===== src/csfd_pkg.sv =====
// Package for the camera select frame decoder.
// Holds frame byte codes, event codes and the frame classifier.
// No dependencies.
`default_nettype none

package csfd_pkg;

   // Frame delimiters and body codes
   localparam logic [7:0] BYTE_STX = 8'h02;
   localparam logic [7:0] BYTE_ETX = 8'h03;
   localparam logic [7:0] BYTE_RST = 8'h40;
   localparam logic [7:0] DIGIT_0  = 8'h30;
   localparam logic [7:0] DIGIT_1  = 8'h31;
   localparam logic [7:0] DIGIT_6  = 8'h36;
   localparam logic [7:0] DIGIT_9  = 8'h39;

   // Width of one camera id and of the mask port
   localparam int unsigned ID_W   = 5;
   localparam int unsigned MASK_W = 16;

   // Event codes on rsp_event_kind
   localparam logic EVT_SELECT = 1'b0;
   localparam logic EVT_RESET  = 1'b1;

   typedef enum logic [1:0] {
      FRM_NONE,
      FRM_CAMERA,
      FRM_RESET
   } frame_kind_type;

   typedef struct packed {
      frame_kind_type kind;
      logic [ID_W-1:0] id;
   } frame_info_type;

   // Classify a four-byte window and decode the camera id
   function automatic frame_info_type classify(input logic [7:0] w0, input logic [7:0] w1,
                                               input logic [7:0] w2, input logic [7:0] w3);
      frame_info_type info;
      info.kind = FRM_NONE;
      info.id   = '0;
      if (w0 == BYTE_STX && w3 == BYTE_ETX) begin
         if (w1 == BYTE_RST && w2 == BYTE_RST) begin
            info.kind = FRM_RESET;
         end else if (w1 == DIGIT_0 && w2 >= DIGIT_1 && w2 <= DIGIT_9) begin
            info.kind = FRM_CAMERA;
            info.id   = {1'b0, w2[3:0]};
         end else if (w1 == DIGIT_1 && w2 >= DIGIT_0 && w2 <= DIGIT_6) begin
            info.kind = FRM_CAMERA;
            info.id   = 5'd10 + {1'b0, w2[3:0]};
         end
      end
      return info;
   endfunction

endpackage

`default_nettype wire


===== src/camera_select_frame_decoder.sv =====
// Camera select frame decoder, top level.
// Uses csfd_pkg for byte codes, event codes and the frame classifier.
//
// Usage:
//   req_*  : one received serial byte per word (valid/ready).
//   rsp_*  : event words: select or reset, camera id 1..MAX_CAMERAS, and
//            last set on the final event caused by one byte (valid/ready).
//   csr_*  : write of the registered camera mask, always ready; write it only
//            while the block is idle.
// Bytes collect in a window of three pending bytes; the fourth completes a
// frame STX, body, body, ETX. A camera frame gives at most one event, in the
// cycle after the byte is taken. A reset frame starts a scan of the
// active-and-registered set by a shift register, one camera id per cycle
// while no hit waits for the output, up to the highest hit id; the input is
// held until the scan ends. Other bytes start no scan.
// The result sits in an output register; a new byte is taken in the cycle
// that register empties. A receiver stall holds the scan at a hit, and the input.
// Synchronous reset empties the window, clears the active set, the mask and
// the output register.
`default_nettype none

module camera_select_frame_decoder #(
   parameter int unsigned MAX_CAMERAS = 16
) (
   input  wire logic        clock,
   input  wire logic        reset,
   // byte input
   input  wire logic        req_valid,
   output logic             req_ready,
   input  wire logic [7:0]  req_rx_byte,
   // event output
   output logic             rsp_valid,
   input  wire logic        rsp_ready,
   output logic             rsp_event_kind,
   output logic [4:0]       rsp_camera_id,
   output logic             rsp_last,
   // mask write
   input  wire logic        csr_valid,
   output logic             csr_ready,
   input  wire logic [15:0] csr_registered_mask
);

   localparam int unsigned MW = csfd_pkg::MASK_W;
   localparam int unsigned IW = csfd_pkg::ID_W;
   localparam logic [MW-1:0] IdMask = MW'((33'd1 << MAX_CAMERAS) - 33'd1);
   localparam logic [IW-1:0] MaxId  = IW'(MAX_CAMERAS);

   typedef enum logic {
      ST_IDLE,
      ST_SCAN
   } state_type;

   state_type         state_ff, state_in;
   logic [7:0]        pend0_ff, pend0_in;
   logic [7:0]        pend1_ff, pend1_in;
   logic [7:0]        pend2_ff, pend2_in;
   logic [1:0]        count_ff, count_in;
   logic [MW-1:0]     active_ff, active_in;
   logic [MW-1:0]     regmask_ff, regmask_in;
   logic [MW-1:0]     hits_ff, hits_in;
   logic [IW-1:0]     scan_id_ff, scan_id_in;
   logic              rsp_valid_ff, rsp_valid_in;
   logic              rsp_kind_ff, rsp_kind_in;
   logic [IW-1:0]     rsp_id_ff, rsp_id_in;
   logic              rsp_last_ff, rsp_last_in;

   logic                    rsp_free;
   logic                    take;
   csfd_pkg::frame_info_type info;
   logic [IW-1:0]           id_m1;
   logic [MW-1:0]           new_hits;

   assign rsp_free  = !rsp_valid_ff || rsp_ready;
   assign req_ready = (state_ff == ST_IDLE) && rsp_free;
   assign take      = req_valid && req_ready;
   assign csr_ready = 1'b1;

   assign info     = csfd_pkg::classify(pend0_ff, pend1_ff, pend2_ff, req_rx_byte);
   assign id_m1    = info.id - IW'(1);
   assign new_hits = active_ff & regmask_ff & IdMask;

   assign rsp_valid      = rsp_valid_ff;
   assign rsp_event_kind = rsp_kind_ff;
   assign rsp_camera_id  = rsp_id_ff;
   assign rsp_last       = rsp_last_ff;

   // Next-state logic: window update, frame action, reset scan
   always_comb begin
      state_in     = state_ff;
      pend0_in     = pend0_ff;
      pend1_in     = pend1_ff;
      pend2_in     = pend2_ff;
      count_in     = count_ff;
      active_in    = active_ff;
      regmask_in   = regmask_ff;
      hits_in      = hits_ff;
      scan_id_in   = scan_id_ff;
      rsp_valid_in = rsp_valid_ff;
      rsp_kind_in  = rsp_kind_ff;
      rsp_id_in    = rsp_id_ff;
      rsp_last_in  = rsp_last_ff;

      // drop the output word once taken
      if (rsp_valid_ff && rsp_ready) begin
         rsp_valid_in = 1'b0;
      end

      // take a mask write
      if (csr_valid) begin
         regmask_in = csr_registered_mask;
      end

      unique case (state_ff)
         ST_IDLE: begin
            if (take) begin
               priority if (count_ff != 2'd3) begin
                  // append to the window
                  unique case (count_ff)
                     2'd0:    pend0_in = req_rx_byte;
                     2'd1:    pend1_in = req_rx_byte;
                     default: pend2_in = req_rx_byte;
                  endcase
                  count_in = count_ff + 2'd1;
               end else if (info.kind == csfd_pkg::FRM_NONE) begin
                  // drop the first byte and everything up to the next STX
                  priority if (pend1_ff == csfd_pkg::BYTE_STX) begin
                     pend0_in = pend1_ff;
                     pend1_in = pend2_ff;
                     pend2_in = req_rx_byte;
                     count_in = 2'd3;
                  end else if (pend2_ff == csfd_pkg::BYTE_STX) begin
                     pend0_in = pend2_ff;
                     pend1_in = req_rx_byte;
                     count_in = 2'd2;
                  end else if (req_rx_byte == csfd_pkg::BYTE_STX) begin
                     pend0_in = req_rx_byte;
                     count_in = 2'd1;
                  end else begin
                     count_in = 2'd0;
                  end
               end else if (info.kind == csfd_pkg::FRM_CAMERA) begin
                  count_in = 2'd0;
                  if (info.id <= MaxId && regmask_ff[id_m1[IW-2:0]]) begin
                     active_in    = active_ff | (MW'(1) << id_m1[IW-2:0]);
                     rsp_valid_in = 1'b1;
                     rsp_kind_in  = csfd_pkg::EVT_SELECT;
                     rsp_id_in    = info.id;
                     rsp_last_in  = 1'b1;
                  end
               end else begin
                  // reset frame: clear the active set, scan what was hit
                  count_in  = 2'd0;
                  active_in = '0;
                  if (new_hits != '0) begin
                     hits_in    = new_hits;
                     scan_id_in = IW'(1);
                     state_in   = ST_SCAN;
                  end
               end
            end
         end
         ST_SCAN: begin
            // advance one id per cycle; hold while a hit waits for the output
            if (!hits_ff[0] || rsp_free) begin
               if (hits_ff[0]) begin
                  rsp_valid_in = 1'b1;
                  rsp_kind_in  = csfd_pkg::EVT_RESET;
                  rsp_id_in    = scan_id_ff;
                  rsp_last_in  = (hits_ff[MW-1:1] == '0);
               end
               hits_in    = hits_ff >> 1;
               scan_id_in = scan_id_ff + IW'(1);
               if (hits_ff[MW-1:1] == '0) begin
                  state_in = ST_IDLE;
               end
            end
         end
         default: state_in = ST_IDLE;
      endcase
   end

   // State and registered outputs
   always_ff @(posedge clock) begin
      pend0_ff   <= pend0_in;
      pend1_ff   <= pend1_in;
      pend2_ff   <= pend2_in;
      hits_ff    <= hits_in;
      scan_id_ff <= scan_id_in;
      rsp_kind_ff <= rsp_kind_in;
      rsp_id_ff   <= rsp_id_in;
      rsp_last_ff <= rsp_last_in;
      if (reset) begin
         state_ff     <= ST_IDLE;
         count_ff     <= 2'd0;
         active_ff    <= '0;
         regmask_ff   <= '0;
         rsp_valid_ff <= 1'b0;
      end else begin
         state_ff     <= state_in;
         count_ff     <= count_in;
         active_ff    <= active_in;
         regmask_ff   <= regmask_in;
         rsp_valid_ff <= rsp_valid_in;
      end
   end

endmodule

`default_nettype wire

===== config.mk =====
export PLATFORM = sky130hd
export DESIGN_NAME = camera_select_frame_decoder
export DESIGN_NICKNAME = d
export VERILOG_FILES = /design/src/csfd_pkg.sv /design/src/camera_select_frame_decoder.sv
export SDC_FILE = /design/constraint.sdc
export NUM_CORES = 1
export LEC_CHECK = 0
export ABC_AREA = 0
export BUFFER_PORTS_ARGS = -buffer_cell sky130_fd_sc_hd__buf_2
export CORE_ASPECT_RATIO = 0.9
export CORE_UTILIZATION = 46
export DETAILED_ROUTE_END_ITERATION = 7
export PLACE_DENSITY_LB_ADDON = 0.25
export REMOVE_ABC_BUFFERS = 1
export SYNTH_ARGS = -nofsm -noshare
export SYNTH_HDL_FRONTEND = slang
export SYNTH_SLANG_ARGS = --single-unit

===== constraint.sdc =====
create_clock -name clock -period 5.4 [get_ports clock]
set_input_delay 0.27 -clock clock [delete_from_list [all_inputs] [get_ports clock]]
set_output_delay 0.27 -clock clock [all_outputs]
set_load 0.02 [all_outputs]

==> results.json <==
{
  "status": "complete, no violations",
  "die_w_um": 106,
  "clk_pin_slew_worst_paths_ns": 0.10,
  "slew_viol_final": 0,
  "crit_fanout": 13,
  "async_reset_ff_share_pct": 0,
  "first_iter_violations": 226,
  "multi_input_area_um2": 1970,
  "gp_congestion": 0.856,
  "initial_utilization_pct": 48.0,
  "critPathCaptureType": "flip-flop",
  "antenna_found_initial": 0,
  "slew_headroom_pct": 24.6,
  "fillers": 836,
  "grt.total_usage_pct": 20.2,
  "synth-warning-count": 0,
  "portBuffers": 37,
  "grt_max_degree": 54,
  "netlist_instances": 431,
  "worst_pin_slew_ns": 1.12,
  "netlist_top_cells_area": "edfxtp_1 (35%), dfxtp_1 (16%), nand2_1 (4.4%)",
  "firstDrtPassIters": 5,
  "path_buf_inv": 1,
  "seqCellArea_um2": 2280,
  "vias": 3332,
  "layout-drive-gt1-share_pct": 18.0,
  "via_per_inst": 5.66,
  "tns_ns": 0,
  "clkLatencyLatePin_ns": 0.36,
  "antenna_cells": 0,
  "ioPinCount": 39,
  "clock_tree.buffer_depth": 2,
  "finalSetupViolCount": 0,
  "core_um2": 9250,
  "hp-class": "in -> reg",
  "die_height_um": 95.2,
  "crit_type": "reg -> reg",
  "clock_sinks": 88,
  "root_buffer": "clkbuf_8",
  "drv_cap": 0,
  "ys.flop_type": "edfxtp_1",
  "dieArea_um2": 10100,
  "detail-route-antenna-nets": 0,
  "grt_pass1_vias": 3049,
  "cts_made_buffers": 9,
  "slowest_stage": "o32ai_2",
  "arrival_ns": 4.16,
  "nets": 501,
  "critPathMaxStageDelay_ns": 0.73,
  "grt_overflow": 0,
  "htree_levels": 3,
  "synth_common_cells": "edfxtp_1 (52), nand2_1 (52), dfxtp_1 (36)",
  "crit_required_ns": 5.39,
  "hpwl_mm": 7.25,
  "r2r_slack_ns": 1.23,
  "synth-edff-count": 52,
  "synth_cell_types": 62,
  "leakagePower_nw": 1.74,
  "powerDensity_nw_per_um2": 259,
  "fin_crit_sh_pct": 77.3,
  "hold_viol": 0,
  "rsz0062_at_grt": "no",
  "drc": 0,
  "placed_cells": 573,
  "areaGrowthSynthToFinish_pct": 10.8,
  "synth_area_um2": 4440,
  "rows": 33,
  "fin_skew_ns": 0.0163,
  "cts_hold_buf": 0,
  "startpoint_type": "flip-flop",
  "final_cell_count_no_fill": 589,
  "period_minus_slack_ns": 4.17,
  "worstPathCellList": "or3_1 > nor4_1 > and3_1 > nor2_2 > nand3_2 > inv_2 > o32a_2 > o32ai_2 > mux2i_1 > o22ai_1",
  "wl_mm": 9.62,
  "cts_resized": 0,
  "yosys.area.top_type_share_pct": 35.2,
  "clock.fmax_ghz": 0.240,
  "cts_setup_buffers": 0,
  "tritoncts": "yes",
  "synth_top_area_cell": "edfxtp_1",
  "wire_per_inst_um": 16.3,
  "avgSynthCellArea_um2": 10.3,
  "crit_family": "compound AO/OA/AOI/OAI gates",
  "grt_first_pass_wirelength_mm": 15.4,
  "ir_drop_v": 0.000178,
  "seq_area_frac_synth_pct": 51.4,
  "yosys_register_bits": 88
}
[kinds of logic after synthesis]
| logic type | share of synthesized area, % |
|---|---|
| other cells | 0.0844 |
| buf+inv | 4.34 |
| xor+xnor | 1.18 |
| mux | 8.59 |
| simple gates | 20.4 |
| fa+ha+maj | 2.82 |
| compound gates | 11.2 |
| flops | 51.4 |
[worst reg2reg max path, cell delays in order (launching register included)]
cell and delay (ns):
edfxtp_1 0.37, or3_1 0.47, nor4_1 0.41, and3_1 0.39, nor2_2 0.07, nand3_2 0.10, inv_2 0.07, o32a_2 0.37
o32ai_2 0.73, mux2i_1 0.28, o22ai_1 0.54
[sequential cells by signal, indices dropped and copies added (netlist names)]
signal,cells
state_ff,1
rsp_last,1
scan_id_ff,5
pend1_ff,8
hits_ff,16
rsp_camera_id,5
rsp_event_kind,1
pend0_ff,8
count_ff,2
rsp_valid,1
active_ff,16
pend2_ff,8
regmask_ff,16
[cells in the final DEF (no fill, tap or decap), types with 4 or more instances in the layout]
cell type  netlist  final
or3_1            5      5
o2111ai_1        4      4
a21oi_1         18     18
mux2i_1         19     19
inv_1           27     27
clkbuf_8         0      9
nor3_1          12     12
nand2_1         52     52
mux4_2           4      4
dfxtp_1         36     36
xnor2_1          4      4
edfxtp_1        52     52
buf_2            1     37
o21ai_0         25     25
nand3_1          5      5
nor2_1          34     34
mux2_2           9      9
nand4_1          8      8
ha_1            10     10
or4b_1           6      6
and2_1          11     11
a41oi_1          8      8
nor4_1           6      6
[path summary, 6_finish.rpt]
kind / startpoint / endpoint / cells after the start
max: pend1_ff[3] / rsp_camera_id[2] / 10
min reg2reg: active_ff[10] / active_ff[10] / 2
max reg2reg: pend1_ff[3] / rsp_camera_id[2] / 10
min: req_rx_byte[7] / pend2_ff[7] / 1
[layer usage]
layer,global-route usage [%],wire length [µm]
met2,29.9,4150
met1,29.2,4900
met3,3.69,448
met5,0,0
met4,8.22,129
[power breakdown]
part | internal [mW] | switching [mW]
sequential | 0.726 | 0.0144
combinational | 0.0319 | 0.0397
clock | 0.218 | 0.243
total | 0.977 | 0.297
[layout make-up]
type,count,share of cell area [%]
clock buffer,9,2.52
clock inverter,7,1.58
inverter,28,2.14
timing repair buffer,40,4.22
multi-input combinational,295,40.1
tap,122,3.10
sequential,88,46.4
[per-stage QoR]
stage,hold WS (ns),utilization [%],instance area (µm²),total power [mW],worst slack (ns)
finish,0.124,53.2,4920,1.27,1.23
global route,0.110,53.2,4920,1.33,0.967
CTS,0.110,53.2,4920,1.29,1.22
detailed placement,0.437,51.0,4720,0.828,1.26
global placement,0.435,51.0,4720,0.826,1.45
floorplan,0.342,-,4350,0.795,1.80
Note: power is estimated with default switching activity, not from simulation.
